## config.mk

```make
export PLATFORM = sky130hd
export DESIGN_NAME = chip8_instruction_execute
export DESIGN_NICKNAME = d
export VERILOG_FILES = /design/src/c8ie_pkg.sv /design/src/chip8_instruction_execute.sv /design/src/c8ie_exec.sv
export VERILOG_INCLUDE_DIRS = /design/src /design/src/src
export SDC_FILE = /design/constraint.sdc
export NUM_CORES = 1
export LEC_CHECK = 0
export BUFFER_PORTS_ARGS = -buffer_cell sky130_fd_sc_hd__buf_2
export CELL_PAD_IN_SITES_DETAIL_PLACEMENT = 1
export CELL_PAD_IN_SITES_GLOBAL_PLACEMENT = 2
export CORE_ASPECT_RATIO = 1.1
export CORE_UTILIZATION = 42
export CTS_CLUSTER_SIZE = 28
export DETAILED_ROUTE_END_ITERATION = 12
export PLACE_DENSITY = 0.81
export SLEW_MARGIN = 20
export SYNTH_ARGS = -nofsm -noshare
export SYNTH_HDL_FRONTEND = slang
export SYNTH_SLANG_ARGS = --single-unit
```

## constraint.sdc

```tcl
create_clock -name clk -period 6.93 [get_ports clk]
set_input_delay 0.693 -clock clk [delete_from_list [all_inputs] [get_ports clk]]
set_output_delay 0.693 -clock clk [all_outputs]
set_load 0.01 [all_outputs]
```

## src/assert_macros.svh

```systemverilog
// assertion helpers shared by the rtl
`ifndef ASSERT_MACROS_SVH
`define ASSERT_MACROS_SVH

// property that must hold on every clock outside reset
`define ASSERT_ALWAYS(lbl, expr, msg) \
  lbl: assert property (@(posedge clk) disable iff (rst) (expr)) else $error(msg);

// antecedent in one cycle implies consequent in the next
`define ASSERT_NEXT(lbl, ante, cons, msg) \
  lbl: assert property (@(posedge clk) disable iff (rst) (ante) |=> (cons)) else $error(msg);

`endif

```

## src/c8ie_pkg.sv

```systemverilog
// ----------------------------------------------------------------------------
// c8ie_pkg
// Types and constants shared by the chip-8 instruction execute block.
// ----------------------------------------------------------------------------
package c8ie_pkg;

  localparam logic [15:0] OPC_CLS = 16'h00E0;
  localparam logic [15:0] OPC_RET = 16'h00EE;

  localparam logic [11:0] PROGRAM_START = 12'h200;
  localparam logic [11:0] PC_STEP       = 12'h002;

  localparam logic [3:0] V0_IDX = 4'h0;
  localparam logic [3:0] VF_IDX = 4'hF;

  // opcode groups (top nibble)
  localparam logic [3:0] GRP_SYS  = 4'h0;
  localparam logic [3:0] GRP_JP   = 4'h1;
  localparam logic [3:0] GRP_CALL = 4'h2;
  localparam logic [3:0] GRP_SE   = 4'h3;
  localparam logic [3:0] GRP_SNE  = 4'h4;
  localparam logic [3:0] GRP_SER  = 4'h5;
  localparam logic [3:0] GRP_LD   = 4'h6;
  localparam logic [3:0] GRP_ADD  = 4'h7;
  localparam logic [3:0] GRP_ALU  = 4'h8;
  localparam logic [3:0] GRP_SNER = 4'h9;
  localparam logic [3:0] GRP_LDI  = 4'hA;
  localparam logic [3:0] GRP_JPV0 = 4'hB;
  localparam logic [3:0] GRP_RND  = 4'hC;
  localparam logic [3:0] GRP_DRW  = 4'hD;

  // 8xyN operations
  localparam logic [3:0] ALU_LD   = 4'h0;
  localparam logic [3:0] ALU_OR   = 4'h1;
  localparam logic [3:0] ALU_AND  = 4'h2;
  localparam logic [3:0] ALU_XOR  = 4'h3;
  localparam logic [3:0] ALU_ADD  = 4'h4;
  localparam logic [3:0] ALU_SUB  = 4'h5;
  localparam logic [3:0] ALU_SHR  = 4'h6;
  localparam logic [3:0] ALU_SUBN = 4'h7;
  localparam logic [3:0] ALU_SHL  = 4'hE;

  typedef struct packed {
    logic empty;
    logic full;
  } c8ie_stk_t;

  typedef struct packed {
    logic        vx_we;
    logic [3:0]  vx_addr;
    logic [7:0]  vx_data;
    logic        vf_we;
    logic        vf_data;
    logic        push;
    logic        pop;
    logic [11:0] pc;
    logic [11:0] index;
    logic        clear_request;
    logic        draw_request;
    logic [7:0]  draw_col;
    logic [7:0]  draw_row;
    logic [3:0]  draw_height;
    logic        stack_error;
  } c8ie_exec_t;

endpackage

```

## src/chip8_instruction_execute.sv

```systemverilog
// ----------------------------------------------------------------------------
// chip8_instruction_execute
// Executes one chip-8 opcode per transaction and reports pc, index and the
// clear, draw and stack error requests.
// ----------------------------------------------------------------------------
//  channel  handshake             payload
//  in       in_valid / in_ready   opcode, random_byte
//  out      out_valid / out_ready pc_out, index_out, clear_request, draw_request,
//                                 draw_col, draw_row, draw_height, stack_error
//
// one opcode per cycle while the output does not stall: operands are read from
// the register file into the input register, and the opcode then executes from
// the input register into the output register
// a stalled output holds the input register; in_ready drops only then
// synchronous reset: V registers zero, index zero, pc 0x200, stack empty
// ----------------------------------------------------------------------------
`include "assert_macros.svh"

module chip8_instruction_execute import c8ie_pkg::*; #(
  parameter int STACK_DEPTH = 16
) (
  input  logic        clk,
  input  logic        rst,
  input  logic        in_valid,
  output logic        in_ready,
  input  logic [15:0] opcode,
  input  logic [7:0]  random_byte,
  output logic        out_valid,
  input  logic        out_ready,
  output logic [11:0] pc_out,
  output logic [11:0] index_out,
  output logic        clear_request,
  output logic        draw_request,
  output logic [7:0]  draw_col,
  output logic [7:0]  draw_row,
  output logic [3:0]  draw_height,
  output logic        stack_error
);

  localparam int SW = $clog2(STACK_DEPTH + 1);
  localparam int AW = $clog2(STACK_DEPTH);

  // input register
  logic        in_valid_q;
  logic [15:0] op_q;
  logic [7:0]  rnd_q;
  logic [7:0]  x_alt_q, y_alt_q;
  logic        x_use_q, y_use_q;
  logic [7:0]  x_mem_q, y_mem_q;

  logic in_fire, fire;

  // architectural state
  logic [7:0]  vmem [16];
  logic [15:0] vbit;
  logic [7:0]  v0, v0_next;
  logic [7:0]  vf, vf_next;
  logic [11:0] pc, index;
  logic [SW-1:0] sp, sp_next;
  logic [11:0] top, second;
  logic [11:0] smem [STACK_DEPTH];

  c8ie_exec_t upd;
  c8ie_stk_t  stk;
  logic [7:0] vx, vy;
  logic       mem_we;
  logic       push_wr;
  logic [AW-1:0] s_waddr, s_raddr;

  logic [3:0] ax, ay;
  logic       x_hit, y_hit;
  logic [7:0] x_alt, y_alt;
  logic       x_use, y_use;

  assign fire     = in_valid_q && (!out_valid || out_ready);
  assign in_ready = !in_valid_q || fire;
  assign in_fire  = in_valid && in_ready;

  assign vx = x_use_q ? x_mem_q : x_alt_q;
  assign vy = y_use_q ? y_mem_q : y_alt_q;

  assign stk.empty = (sp == '0);
  assign stk.full  = (sp == SW'(STACK_DEPTH));

  c8ie_exec u_exec (
    .opcode      (op_q),
    .random_byte (rnd_q),
    .vx          (vx),
    .vy          (vy),
    .v0          (v0),
    .pc          (pc),
    .index       (index),
    .top         (top),
    .stk         (stk),
    .upd         (upd)
  );

  // register file writes: entries 0 and 15 live in flops, the rest in vmem
  assign mem_we = fire && upd.vx_we && (upd.vx_addr != V0_IDX) && (upd.vx_addr != VF_IDX);

  always_comb begin
    v0_next = v0;
    vf_next = vf;
    if (fire && upd.vx_we && upd.vx_addr == V0_IDX) v0_next = upd.vx_data;
    if (fire && upd.vx_we && upd.vx_addr == VF_IDX) vf_next = upd.vx_data;
    // flag is written after vx
    if (fire && upd.vf_we) vf_next = {7'h00, upd.vf_data};
  end

  // operand prefetch for the incoming transaction, forwarding this cycle's write
  assign ax = opcode[11:8];
  assign ay = opcode[7:4];

  always_comb begin
    x_hit = mem_we && (upd.vx_addr == ax);
    y_hit = mem_we && (upd.vx_addr == ay);
    if (x_hit)              x_alt = upd.vx_data;
    else if (ax == V0_IDX)  x_alt = v0_next;
    else if (ax == VF_IDX)  x_alt = vf_next;
    else                    x_alt = 8'h00;
    if (y_hit)              y_alt = upd.vx_data;
    else if (ay == V0_IDX)  y_alt = v0_next;
    else if (ay == VF_IDX)  y_alt = vf_next;
    else                    y_alt = 8'h00;
    x_use = !x_hit && (ax != V0_IDX) && (ax != VF_IDX) && vbit[ax];
    y_use = !y_hit && (ay != V0_IDX) && (ay != VF_IDX) && vbit[ay];
  end

  always_ff @(posedge clk) begin
    if (rst) begin
      in_valid_q <= 1'b0;
    end else if (in_ready) begin
      in_valid_q <= in_valid;
    end
  end

  always_ff @(posedge clk) begin
    if (in_fire) begin
      op_q    <= opcode;
      rnd_q   <= random_byte;
      x_alt_q <= x_alt;
      y_alt_q <= y_alt;
      x_use_q <= x_use;
      y_use_q <= y_use;
    end
  end

  always_ff @(posedge clk) begin
    if (mem_we) vmem[upd.vx_addr] <= upd.vx_data;
    if (in_fire) begin
      x_mem_q <= vmem[ax];
      y_mem_q <= vmem[ay];
    end
  end

  always_ff @(posedge clk) begin
    if (rst) begin
      vbit  <= '0;
      v0    <= 8'h00;
      vf    <= 8'h00;
      pc    <= PROGRAM_START;
      index <= 12'h000;
      sp    <= '0;
    end else begin
      if (mem_we) vbit[upd.vx_addr] <= 1'b1;
      v0 <= v0_next;
      vf <= vf_next;
      sp <= sp_next;
      if (fire) begin
        pc    <= upd.pc;
        index <= upd.index;
      end
    end
  end

  // return stack: top in a flop, entry below it prefetched from smem
  always_comb begin
    sp_next = sp;
    if (fire && upd.push)     sp_next = sp + 1'b1;
    else if (fire && upd.pop) sp_next = sp - 1'b1;
  end

  assign push_wr = fire && upd.push && !stk.empty;
  assign s_waddr = AW'(sp - 1'b1);
  assign s_raddr = (sp_next >= SW'(2)) ? AW'(sp_next - SW'(2)) : '0;

  always_ff @(posedge clk) begin
    if (push_wr) smem[s_waddr] <= top;
    if (push_wr && s_raddr == s_waddr) second <= top;
    else                               second <= smem[s_raddr];
    if (fire && upd.push)     top <= pc;
    else if (fire && upd.pop) top <= second;
  end

  // output register
  always_ff @(posedge clk) begin
    if (rst) begin
      out_valid <= 1'b0;
    end else if (fire) begin
      out_valid <= 1'b1;
    end else if (out_ready) begin
      out_valid <= 1'b0;
    end
  end

  always_ff @(posedge clk) begin
    if (fire) begin
      pc_out        <= upd.pc;
      index_out     <= upd.index;
      clear_request <= upd.clear_request;
      draw_request  <= upd.draw_request;
      draw_col      <= upd.draw_col;
      draw_row      <= upd.draw_row;
      draw_height   <= upd.draw_height;
      stack_error   <= upd.stack_error;
    end
  end

  `ASSERT_ALWAYS(a_sp_bound, sp <= SW'(STACK_DEPTH), "stack pointer beyond depth")
  `ASSERT_NEXT(a_err_pc_hold, fire && upd.stack_error, pc == $past(pc), "pc moved on stack error")
  `ASSERT_NEXT(a_push_top, fire && upd.push, top == $past(pc) && sp == $past(sp) + 1'b1, "bad push")
  `ASSERT_NEXT(a_stall_hold, in_valid_q && !fire, in_valid_q && $stable(op_q), "input lost on stall")

endmodule

```

## src/c8ie_exec.sv

```systemverilog
// ----------------------------------------------------------------------------
// c8ie_exec
// Decode and execute of one opcode against the current register state.
// ----------------------------------------------------------------------------
module c8ie_exec import c8ie_pkg::*; (
  input  logic [15:0] opcode,
  input  logic [7:0]  random_byte,
  input  logic [7:0]  vx,
  input  logic [7:0]  vy,
  input  logic [7:0]  v0,
  input  logic [11:0] pc,
  input  logic [11:0] index,
  input  logic [11:0] top,
  input  c8ie_stk_t   stk,
  output c8ie_exec_t  upd
);

  logic [3:0]  grp;
  logic [3:0]  n;
  logic [7:0]  kk;
  logic [11:0] nnn;
  logic [11:0] pc_skip;
  logic [8:0]  sum;
  logic [7:0]  vx_plus_kk;

  assign grp        = opcode[15:12];
  assign n          = opcode[3:0];
  assign kk         = opcode[7:0];
  assign nnn        = opcode[11:0];
  assign pc_skip    = pc + PC_STEP;
  assign sum        = {1'b0, vx} + {1'b0, vy};
  assign vx_plus_kk = vx + kk;

  always_comb begin
    upd               = '0;
    upd.vx_addr       = opcode[11:8];
    upd.pc            = pc;
    upd.index         = index;
    priority if (opcode == OPC_CLS) begin
      upd.clear_request = 1'b1;
    end else if (opcode == OPC_RET) begin
      if (stk.empty) begin
        upd.stack_error = 1'b1;
      end else begin
        upd.pop = 1'b1;
        upd.pc  = top;
      end
    end else begin
      unique case (grp)
        GRP_JP: upd.pc = nnn;
        GRP_CALL: begin
          if (stk.full) begin
            upd.stack_error = 1'b1;
          end else begin
            upd.push = 1'b1;
            upd.pc   = nnn;
          end
        end
        GRP_SE:   if (vx == kk) upd.pc = pc_skip;
        GRP_SNE:  if (vx != kk) upd.pc = pc_skip;
        GRP_SER:  if (vx == vy) upd.pc = pc_skip;
        GRP_SNER: if (vx != vy) upd.pc = pc_skip;
        GRP_LD: begin
          upd.vx_we   = 1'b1;
          upd.vx_data = kk;
        end
        GRP_ADD: begin
          upd.vx_we   = 1'b1;
          upd.vx_data = vx_plus_kk;
        end
        GRP_ALU: begin
          unique case (n)
            ALU_LD:  begin upd.vx_we = 1'b1; upd.vx_data = vy; end
            ALU_OR:  begin upd.vx_we = 1'b1; upd.vx_data = vx | vy; end
            ALU_AND: begin upd.vx_we = 1'b1; upd.vx_data = vx & vy; end
            ALU_XOR: begin upd.vx_we = 1'b1; upd.vx_data = vx ^ vy; end
            ALU_ADD: begin
              upd.vx_we = 1'b1; upd.vx_data = sum[7:0];
              upd.vf_we = 1'b1; upd.vf_data = sum[8];
            end
            ALU_SUB: begin
              upd.vx_we = 1'b1; upd.vx_data = vx - vy;
              upd.vf_we = 1'b1; upd.vf_data = vx > vy;
            end
            ALU_SHR: begin
              upd.vx_we = 1'b1; upd.vx_data = {1'b0, vx[7:1]};
              upd.vf_we = 1'b1; upd.vf_data = vx[0];
            end
            ALU_SUBN: begin
              upd.vx_we = 1'b1; upd.vx_data = vy - vx;
              upd.vf_we = 1'b1; upd.vf_data = vy > vx;
            end
            ALU_SHL: begin
              upd.vx_we = 1'b1; upd.vx_data = {vx[6:0], 1'b0};
              upd.vf_we = 1'b1; upd.vf_data = vx[7];
            end
            default: ;
          endcase
        end
        GRP_LDI:  upd.index = nnn;
        GRP_JPV0: upd.pc = nnn + {4'h0, v0};
        GRP_RND: begin
          upd.vx_we   = 1'b1;
          upd.vx_data = random_byte & kk;
        end
        GRP_DRW: begin
          upd.draw_request = 1'b1;
          upd.draw_col     = vx;
          upd.draw_row     = vy;
          upd.draw_height  = n;
        end
        default: ;
      endcase
    end
  end

endmodule

```

==> impl_results.html, run 1 <==
<table>
<tr><th>Metric</th><th>Value</th></tr>
<tr><th colspan="2">Outcome</th></tr>
<tr><td>Outcome</td><td>complete, no violations</td></tr>
<tr><th colspan="2">Worst setup path</th></tr>
<tr><td>CP max-delay cell</td><td>sky130_fd_sc_hd__mux2i_1</td></tr>
<tr><td>Cell family with most CP delay</td><td>compound AO/OA/AOI/OAI gates</td></tr>
<tr><td>Critical path endpoint category</td><td>register</td></tr>
<tr><td>Combined buffer and inverter count along the critical path</td><td>1</td></tr>
<tr><td>Critical path arrival</td><td>around 5.0 ns</td></tr>
<tr><td>Worst path required time</td><td>7.26 ns</td></tr>
<tr><td>Critical Setup Path Class</td><td>reg2reg</td></tr>
<tr><td>Cells along the critical path</td><td>mux2i_1, inv_1, ha_1, or4_4, nor4_4, a2111o_1, nand3_2, a2111o_1, a2111oi_1, nor2_1</td></tr>
<tr><td>Delay of the slowest critical-path stage</td><td>0.72 ns</td></tr>
<tr><td>Most prevalent standard cell on the critical path</td><td>sky130_fd_sc_hd__a2111o_1</td></tr>
<tr><td>Maximum net fanout on the critical path</td><td>12</td></tr>
<tr><td>Crit path launch type</td><td>register</td></tr>
<tr><th colspan="2">Logic synthesis</th></tr>
<tr><td>Post-synthesis cell type count</td><td>94</td></tr>
<tr><td>Yosys Warn Count</td><td>0</td></tr>
<tr><td>Share of the synthesized area in compound gates (AO/OA/AOI/OAI)</td><td>8.84%</td></tr>
<tr><td>Syn Std Cell Area</td><td>0.0242 mm2</td></tr>
<tr><td>Most used DFF post-synth</td><td>sky130_fd_sc_hd__edfxtp_1</td></tr>
<tr><td>Synth Area in Simple Gates</td><td>around 9%</td></tr>
<tr><td>Post-synthesis share of cell area spent on xor and xnor gates</td><td>approximately 1.2%</td></tr>
<tr><td>Top cells by area, synth</td><td>sky130_fd_sc_hd__edfxtp_1, sky130_fd_sc_hd__mux4_2, sky130_fd_sc_hd__dfxtp_1</td></tr>
<tr><td>Synthesized netlist cell count</td><td>between 1.5k and 2k</td></tr>
<tr><td>Cell taking the most area after synthesis</td><td>sky130_fd_sc_hd__edfxtp_1</td></tr>
<tr><td>Main combinational cell family by area after synthesis</td><td>multiplexers</td></tr>
<tr><td>Flip-flop and latch count after synthesis</td><td>503</td></tr>
<tr><td>Post-synthesis adder-cell area fraction</td><td>roughly 3.2%</td></tr>
<tr><td>Sequential fraction of the synthesis area</td><td>59.6%</td></tr>
<tr><td>Async set-reset flop share out of synthesis</td><td>0%</td></tr>
<tr><td>Mean instance size in the synthesized netlist</td><td>14.2 um2</td></tr>
<tr><td>Synth top area share</td><td>54.1%</td></tr>
<tr><td>Number of synthesized flops with an enable pin</td><td>437</td></tr>
<tr><td>Fraction of synthesized area in multiplexers</td><td>15.6%</td></tr>
<tr><th colspan="2">Global route</th></tr>
<tr><td>Antenna violations before repair</td><td>1</td></tr>
<tr><td>Global-route wire length before repair</td><td>103 mm</td></tr>
<tr><td>GR Overflow Total</td><td>0</td></tr>
<tr><td>Number of global-route vias before repair</td><td>16.1k</td></tr>
<tr><td>Pin count of the biggest net entering global routing</td><td>73</td></tr>
<tr><td>Overall fraction of global-route tracks in use</td><td>roughly a quarter</td></tr>
<tr><th colspan="2">Floorplan</th></tr>
<tr><td>Die outline area</td><td>0.0587 mm2</td></tr>
<tr><td>Horizontal die dimension</td><td>231 um</td></tr>
<tr><td>Cell row count</td><td>92</td></tr>
<tr><td># IOs</td><td>a little under 80</td></tr>
<tr><td>Placeable core region</td><td>0.0572 mm2</td></tr>
<tr><td>Die Y</td><td>between 200 and 300 um</td></tr>
<tr><td>Initial core utilization</td><td>42.4%</td></tr>
<tr><th colspan="2">Finish</th></tr>
<tr><td>Commonest cells after routing, fill and taps aside</td><td>sky130_fd_sc_hd__edfxtp_1, sky130_fd_sc_hd__nor2_1, sky130_fd_sc_hd__mux4_2, sky130_fd_sc_hd__nand2_1, sky130_fd_sc_hd__buf_2</td></tr>
<tr><td>Area added between synthesis and finish</td><td>12.2%</td></tr>
<tr><td>Fin cells</td><td>2588</td></tr>
<tr><td>Layout filler cell count</td><td>5672</td></tr>
<tr><td>End-of-flow core utilization</td><td>47.5%</td></tr>
<tr><td>Layout cells sized above 1</td><td>21.0%</td></tr>
<tr><td>Net count reported at finish</td><td>1879</td></tr>
<tr><td>Most common library cell in the layout ignoring fill and taps</td><td>sky130_fd_sc_hd__edfxtp_1</td></tr>
<tr><th colspan="2">Drt</th></tr>
<tr><td>Number of search-and-repair iterations in the first detailed-routing pass</td><td>5</td></tr>
<tr><td>Routed WL</td><td>68.6 mm</td></tr>
<tr><td>Number of remaining DRC errors</td><td>0</td></tr>
<tr><td>Total via count after detailed routing</td><td>15.5k</td></tr>
<tr><td>Post-route ant nets</td><td>0</td></tr>
<tr><td>Vias per inst</td><td>5.99</td></tr>
<tr><td>First DRT Iteration DRCs</td><td>1297</td></tr>
<tr><td>Detail-routed net length per standard cell</td><td>26.5 um</td></tr>
<tr><th colspan="2">Power</th></tr>
<tr><td>Cell leakage power</td><td>9.22 nW</td></tr>
<tr><td>Peak supply drop</td><td>0.180 mV</td></tr>
<tr><td>Power density of the placed cells</td><td>246 mW/mm2</td></tr>
<tr><td>Overall power consumption</td><td>6.69 mW</td></tr>
<tr><th colspan="2">STA</th></tr>
<tr><td>Final min period</td><td>4.69 ns</td></tr>
<tr><td>Final worst-path setup slack</td><td>between 2 and 2.5 ns</td></tr>
<tr><td>Setup repair after global routing missed its margin</td><td>false</td></tr>
<tr><td>Slew headroom</td><td>30.0%</td></tr>
<tr><td>Final Hold Viols</td><td>0</td></tr>
<tr><td>Slew at the pin closest to its max-slew limit</td><td>1.04 ns</td></tr>
<tr><td>Final Max Slew Viols</td><td>0</td></tr>
<tr><td>Final clock period utilization by the worst path</td><td>67.7%</td></tr>
<tr><td>Setup violations, final</td><td>0</td></tr>
<tr><td>Total Neg Setup Slack</td><td>0 ns</td></tr>
<tr><td>Maximum clock skew at final layout</td><td>0.0285 ns</td></tr>
<tr><td>Fmax</td><td>213 MHz</td></tr>
<tr><th colspan="2">Clock network</th></tr>
<tr><td>CTS-repair resized insts</td><td>0</td></tr>
<tr><td>Later-pin clock latency in the skew report</td><td>0.60 ns</td></tr>
<tr><td>Hold Buf Count CTS</td><td>0</td></tr>
<tr><td>Clock root cell</td><td>sky130_fd_sc_hd__clkbuf_16</td></tr>
<tr><td>Maximum buffer depth of the clock tree</td><td>3</td></tr>
<tr><td>Number of buffers inserted to repair setup after CTS</td><td>0</td></tr>
<tr><td>Clock tree from TritonCTS</td><td>built</td></tr>
<tr><td>Clock transition at the registers of the reported paths</td><td>about 0.070 ns</td></tr>
<tr><td>Clock buffers created by TritonCTS</td><td>52</td></tr>
<tr><td>Number of clock sinks</td><td>503</td></tr>
<tr><td>Number of H-tree branching levels</td><td>2</td></tr>
<tr><th colspan="2">Place</th></tr>
<tr><td>Number of placed instances with taps included</td><td>about 2.5k</td></tr>
<tr><td>Input/output buffers</td><td>76</td></tr>
<tr><td>Setup WS pre-CTS</td><td>~2.2 ns</td></tr>
<tr><td>Final Wtd Congestion</td><td>~0.9</td></tr>
<tr><td>Half-perimeter wire length after placement</td><td>about 45 mm</td></tr>
<tr><th colspan="2">Job</th></tr>
<tr><td>Count of maximum capacitance violations</td><td>0</td></tr>
<tr><th colspan="2">Min path</th></tr>
<tr><td>Path category of the worst min-delay check</td><td>in2reg</td></tr>
</table>
Yosys cell counts, types with 5 or more instances:
cell type,n
sky130_fd_sc_hd__nor3_1,34
sky130_fd_sc_hd__dfxtp_1,66
sky130_fd_sc_hd__edfxtp_1,437
sky130_fd_sc_hd__o21bai_1,11
sky130_fd_sc_hd__nor4_1,9
sky130_fd_sc_hd__inv_1,47
sky130_fd_sc_hd__and2_1,17
sky130_fd_sc_hd__nor2_1,165
sky130_fd_sc_hd__ha_1,54
sky130_fd_sc_hd__o31ai_1,7
sky130_fd_sc_hd__a211oi_1,27
sky130_fd_sc_hd__or4_1,6
sky130_fd_sc_hd__buf_2,9
sky130_fd_sc_hd__mux2i_1,31
sky130_fd_sc_hd__o211ai_1,7
sky130_fd_sc_hd__xor2_1,7
sky130_fd_sc_hd__nand2b_1,16
sky130_fd_sc_hd__a31oi_1,5
sky130_fd_sc_hd__nand3_1,22
sky130_fd_sc_hd__a221oi_1,8
sky130_fd_sc_hd__nand4_1,7
sky130_fd_sc_hd__mux4_2,146
sky130_fd_sc_hd__buf_1,16
sky130_fd_sc_hd__a21o_1,12
sky130_fd_sc_hd__xnor2_1,22
sky130_fd_sc_hd__a22oi_1,19
sky130_fd_sc_hd__nor2b_1,16
sky130_fd_sc_hd__fa_1,5
sky130_fd_sc_hd__clkbuf_1,65
sky130_fd_sc_hd__nand2_1,135
sky130_fd_sc_hd__o22ai_1,20
sky130_fd_sc_hd__a221o_1,9
sky130_fd_sc_hd__a21oi_1,70
sky130_fd_sc_hd__a2111oi_0,5
sky130_fd_sc_hd__o21ai_0,55
sky130_fd_sc_hd__o21a_1,8
sky130_fd_sc_hd__mux2_2,15
layer usage:
layer / track usage (%) / routed length (um)
met2: 38.7 / 33400
met5: 0 / 0
met4: 6.21 / 1410
met1: 32.8 / 30400
met3: 2.85 / 3360
final cells by class:
class / count / area (um2) / share of cell area [%]
clock buffers: 72 / 1410 / 5.17
repair buffers: 111 / 643 / 2.37
diodes: 1 / 2.50 / 0.00920
well taps: 752 / 941 / 3.46
flip-flops and latches: 503 / 14400 / 53.1
multi-input cells: 1074 / 9310 / 34.2
clock inverters: 25 / 250 / 0.920
inverters: 50 / 188 / 0.690
report_power, final:
group / switching (mW) / total (mW) / internal, mW
logic: 0.366 / 0.581 / 0.215
registers: 0.0469 / 3.37 / 3.33
clock network: 1.20 / 2.74 / 1.54
worst reg2reg max path, stage by stage, from the launching register on:
cell	delay (ns)
sky130_fd_sc_hd__edfxtp_1	0.65
sky130_fd_sc_hd__mux2i_1	0.72
sky130_fd_sc_hd__inv_1	0.37
sky130_fd_sc_hd__ha_1	0.39
sky130_fd_sc_hd__or4_4	0.44
sky130_fd_sc_hd__nor4_4	0.26
sky130_fd_sc_hd__a2111o_1	0.26
sky130_fd_sc_hd__nand3_2	0.25
sky130_fd_sc_hd__a2111o_1	0.44
sky130_fd_sc_hd__a2111oi_1	0.55
sky130_fd_sc_hd__nor2_1	0.10
sequential cells by signal, summed over array words and instances, names as in the netlist, 4 cells and up, named ones only:
register	count
vf	8
rnd_q	8
op_q	16
smem	192
draw_height	4
draw_row	8
draw_col	8
y_alt_q	8
pc_out	12
y_mem_q	8
v0	8
vmem	128
pc	12
top	12
sp	5
index_out	12
x_mem_q	8
vbit	15
index	12
x_alt_q	8
path summary, 6_finish.rpt:
kind	startpoint	end	slack [ns]	cells past startpoint
setup reg to reg	x_use_q	pc_out[8]	2.24	10
setup / recovery	x_use_q	pc_out[8]	2.24	10
hold reg to reg	index[7]	index[7]	0.46	2
hold / removal	opcode[1]	op_q[1]	0.27	1
stage by stage:
stage	hold slack, ns	area (um2)
2_1_floorplan	0.434	24300
3_3_place_gp	0.439	25500
3_5_place_dp	0.452	25500
4_1_cts	0.241	27200
5_1_grt	0.253	27200
6_report	0.272	27200
cell families (layout without fill, tap and decap cells):
kind of cell    count (synthesis)  count (layout)
buf+inv                       147             258
fa+ha+maj                      59              59
xor+xnor                       30              30
compound gates                314             314
other cells                     1              17
mux                           193             193
flops                         503             503
simple gates                  462             462
(Power assumes the default switching activity.)
==> run 2: changes to the inputs <==
==> constraint.sdc (replaced) <==
create_clock -name clk -period 4.5 [get_ports clk]
set_input_delay 0.45 -clock clk [delete_from_list [all_inputs] [get_ports clk]]
set_output_delay 0.45 -clock clk [all_outputs]
set_load 0.01 [all_outputs]
==> run 2 against run 1 <==
Core utilization increased by 0.92 points. Final cell count increased by 2.4%. Sequential cell count stayed put. Setup slack worse by 1.9 ns. Sequential share of layout area decreased by 1.0 points. Hold slack got worse by 0.25 ns. Clock power increased by 55%. Combinational power increased by 62%. First-iteration DRC count is 2.9% higher. Highest routed layer unchanged.
==> impl_results.html, run 2 (synthesis gave the netlist of run 1 again) <==
<table>
<tr><th>Metric</th><th>Value</th></tr>
<tr><th colspan="2">Outcome</th></tr>
<tr><td>Outcome</td><td>complete, no violations</td></tr>
<tr><th colspan="2">Worst setup path</th></tr>
<tr><td>Reg-to-reg startpoint</td><td>y_use_q</td></tr>
<tr><td>Depth of the most critical reg-to-reg path</td><td>13 (+3)</td></tr>
<tr><td>Worst path required time</td><td>4.87 ns (-2.39 ns)</td></tr>
<tr><td>Critical path arrival</td><td>4.52 ns (-0.51 ns)</td></tr>
<tr><td>R2R setup slack</td><td>0.34 ns (-1.89 ns)</td></tr>
<tr><td>R2r endpoint</td><td>pc_out[9]</td></tr>
<tr><td>Critical Setup Path Class</td><td>reg2reg</td></tr>
<tr><td>Maximum net fanout on the critical path</td><td>12 (unchanged)</td></tr>
<tr><td>Worst setup path endpoint</td><td>pc_out[9]</td></tr>
<tr><td>Crit path launch type</td><td>register</td></tr>
<tr><td>Critical path endpoint category</td><td>register</td></tr>
<tr><td>Timing startpoint of the critical path</td><td>y_use_q</td></tr>
<tr><th colspan="2">Place</th></tr>
<tr><td>Input/output buffers</td><td>76 (unchanged)</td></tr>
<tr><td>Final Wtd Congestion</td><td>0.930 (+1.4%)</td></tr>
<tr><td>Half-perimeter wire length after placement</td><td>47.6 mm (+4.6%)</td></tr>
<tr><th colspan="2">STA</th></tr>
<tr><td>Setup repair after global routing missed its margin</td><td>false</td></tr>
<tr><td>Maximum clock skew at final layout</td><td>0.0460 ns (+0.0175 ns)</td></tr>
<tr><td>Fmax</td><td>241 MHz (+13%)</td></tr>
<tr><td>Final clock period utilization by the worst path</td><td>92.4% (+25 points)</td></tr>
<tr><td>Final Hold Viols</td><td>0 (unchanged)</td></tr>
<tr><td>Slew at the pin closest to its max-slew limit</td><td>1.09 ns (+0.0559 ns)</td></tr>
<tr><td>Final Max Slew Viols</td><td>0 (unchanged)</td></tr>
<tr><td>WHS</td><td>0.0266 ns (-0.246 ns)</td></tr>
<tr><td>Final min period</td><td>4.16 ns (-0.537 ns)</td></tr>
<tr><td>Total Neg Setup Slack</td><td>0 ns (unchanged)</td></tr>
<tr><td>Setup violations, final</td><td>0 (unchanged)</td></tr>
<tr><td>Slew headroom</td><td>27.2% (-2.9 points)</td></tr>
<tr><th colspan="2">Floorplan</th></tr>
<tr><td>Die outline area</td><td>0.0587 mm2 (unchanged)</td></tr>
<tr><td>Placeable core region</td><td>0.0572 mm2 (unchanged)</td></tr>
<tr><td>Die Y</td><td>254 um (unchanged)</td></tr>
<tr><td># IOs</td><td>77 (unchanged)</td></tr>
<tr><td>Initial core utilization</td><td>42.4% (unchanged)</td></tr>
<tr><td>Horizontal die dimension</td><td>231 um (unchanged)</td></tr>
<tr><td>Cell row count</td><td>92 (unchanged)</td></tr>
<tr><th colspan="2">Finish</th></tr>
<tr><td>Ant. Diodes</td><td>0 (-1)</td></tr>
<tr><td>Commonest cells after routing, fill and taps aside</td><td>sky130_fd_sc_hd__edfxtp_1, sky130_fd_sc_hd__nor2_1, sky130_fd_sc_hd__mux4_2, sky130_fd_sc_hd__nand2_1, sky130_fd_sc_hd__buf_4</td></tr>
<tr><td>Area added between synthesis and finish</td><td>14.3%</td></tr>
<tr><td>Layout cells sized above 1</td><td>23.7% (+2.7 points)</td></tr>
<tr><td>Most common library cell in the layout ignoring fill and taps</td><td>sky130_fd_sc_hd__edfxtp_1</td></tr>
<tr><td>Largest register by flop count</td><td>smem</td></tr>
<tr><td>Net count reported at finish</td><td>1946 (+3.6%)</td></tr>
<tr><td>End-of-flow core utilization</td><td>48.4% (+0.92 points)</td></tr>
<tr><td>Biggest regs</td><td>smem (192), vmem (128), op_q (16)</td></tr>
<tr><td>Largest register FFs</td><td>192 (unchanged)</td></tr>
<tr><th colspan="2">Min path</th></tr>
<tr><td>Min-delay src</td><td>opcode[0]</td></tr>
<tr><td>Path category of the worst min-delay check</td><td>in2reg</td></tr>
<tr><th colspan="2">Clock network</th></tr>
<tr><td>Number of H-tree branching levels</td><td>2 (unchanged)</td></tr>
<tr><td>Maximum buffer depth of the clock tree</td><td>3 (unchanged)</td></tr>
<tr><td>Number of clock sinks</td><td>503 (unchanged)</td></tr>
<tr><td>Clock tree from TritonCTS</td><td>built</td></tr>
<tr><td>Later-pin clock latency in the skew report</td><td>0.62 ns (+0.02 ns)</td></tr>
<tr><td>Clock buffers created by TritonCTS</td><td>53 (+1.9%)</td></tr>
<tr><td>Clock transition at the registers of the reported paths</td><td>0.06 ns (about the same)</td></tr>
<tr><td>Clock root cell</td><td>sky130_fd_sc_hd__clkbuf_16</td></tr>
<tr><th colspan="2">Drt</th></tr>
<tr><td>Detail-routed net length per standard cell</td><td>26.0 um (-1.8%)</td></tr>
<tr><td>Routed WL</td><td>69.0 mm (+0.63%)</td></tr>
<tr><td>Total via count after detailed routing</td><td>15.6k (+0.87%)</td></tr>
<tr><td>First DRT Iteration DRCs</td><td>1334 (+2.9%)</td></tr>
<tr><td>Number of search-and-repair iterations in the first detailed-routing pass</td><td>7 (+2)</td></tr>
<tr><td>Number of remaining DRC errors</td><td>0 (unchanged)</td></tr>
<tr><td>Vias per inst</td><td>5.90 (-1.5%)</td></tr>
<tr><td>Post-route ant nets</td><td>0 (unchanged)</td></tr>
<tr><th colspan="2">Global route</th></tr>
<tr><td>Number of global-route vias before repair</td><td>16.1k (+0.18%)</td></tr>
<tr><td>Overall fraction of global-route tracks in use</td><td>23.8% (+0.34 points)</td></tr>
<tr><td>GR Overflow Total</td><td>0 (unchanged)</td></tr>
<tr><td>Antenna violations before repair</td><td>0 (-1)</td></tr>
<tr><td>Global-route wire length before repair</td><td>104 mm (+0.67%)</td></tr>
<tr><td>Pin count of the biggest net entering global routing</td><td>62 (-15%)</td></tr>
<tr><th colspan="2">Power</th></tr>
<tr><td>Overall power consumption</td><td>10.4 mW (+55%)</td></tr>
<tr><td>Cell leakage power</td><td>9.55 nW (+3.6%)</td></tr>
<tr><td>Peak supply drop</td><td>0.278 mV (+55%)</td></tr>
<tr><td>Power density of the placed cells</td><td>375 mW/mm2 (+52%)</td></tr>
<tr><th colspan="2">Job</th></tr>
<tr><td>Count of maximum capacitance violations</td><td>0 (unchanged)</td></tr>
</table>
run 2: layout make-up:
type | instances | area (um2)
timing repair buffer | 177 | 1160
inverter | 50 | 188
clock buffer | 71 | 1440
fill | 5709 | 29500
clock inverter | 24 | 262
tap | 752 | 941
sequential | 503 | 14400
multi-input combinational | 1074 | 9280
run 2: metal layers:
metal	GRT usage (%)	vias to the layer above	share of wire, %
met4	6.93	0	2.5
met2	38.6	462	48
met1	33.5	8099	44
li1	-	6971	-
met3	3.09	102	5.1
met5	0	-	0
run 2: per-stage QoR:
| step | instance area [um2] | setup slack (ns) | std cells |
|---|---|---|---|
| 2_1_floorplan | 24300 | 0.892 | 1724 |
| 3_3_place_gp | 25900 | 0.376 | 2545 |
| 3_5_place_dp | 25900 | 0.152 | 2545 |
| 4_1_cts | 27600 | 0.140 | 2643 |
| 5_1_grt | 27700 | 0.163 | 2651 |
| 6_report | 27700 | 0.343 | 2651 |
run 2: how the worst min path moves through the flow:
stage                          end  slack (ns)  cells after the start
after floorplan           index[0]        0.43                      2
after global placement    index[5]        0.44                      2
after detailed placement  index[2]        0.45                      2
after CTS                  op_q[0]      0.0006                      1
after global routing       op_q[0]       0.009                      1
final                      op_q[0]        0.03                      1
run 2: repair_timing:
| action | CTS | global route |
|---|---|---|
| setup endpoints to repair | 0 | 16 |
| gates resized for setup | 0 | 2 |
| setup buffers | 0 | 7 |
| hold endpoints to repair | 3 | 0 |
| hold buffers | 3 | 0 |
run 2: where the power goes:
part / switching (mW) / total [mW] / internal (mW)
Sequential: 0.0691 / 5.19 / 5.12
Clock: 1.83 / 4.26 / 2.43
Combinational: 0.574 / 0.939 / 0.366
run 2: critical path, stage by stage (launching register included):
cell and delay, ns:
sky130_fd_sc_hd__edfxtp_1 0.48, sky130_fd_sc_hd__buf_4 0.20, sky130_fd_sc_hd__buf_4 0.14, sky130_fd_sc_hd__mux2i_1 0.42, sky130_fd_sc_hd__ha_1 0.32, sky130_fd_sc_hd__buf_4 0.19, sky130_fd_sc_hd__or4_4 0.47, sky130_fd_sc_hd__o21ai_0 0.22
sky130_fd_sc_hd__a21o_1 0.19, sky130_fd_sc_hd__nand3_2 0.25, sky130_fd_sc_hd__a21o_1 0.23, sky130_fd_sc_hd__a221o_1 0.34, sky130_fd_sc_hd__a211o_1 0.25, sky130_fd_sc_hd__a22o_1 0.24
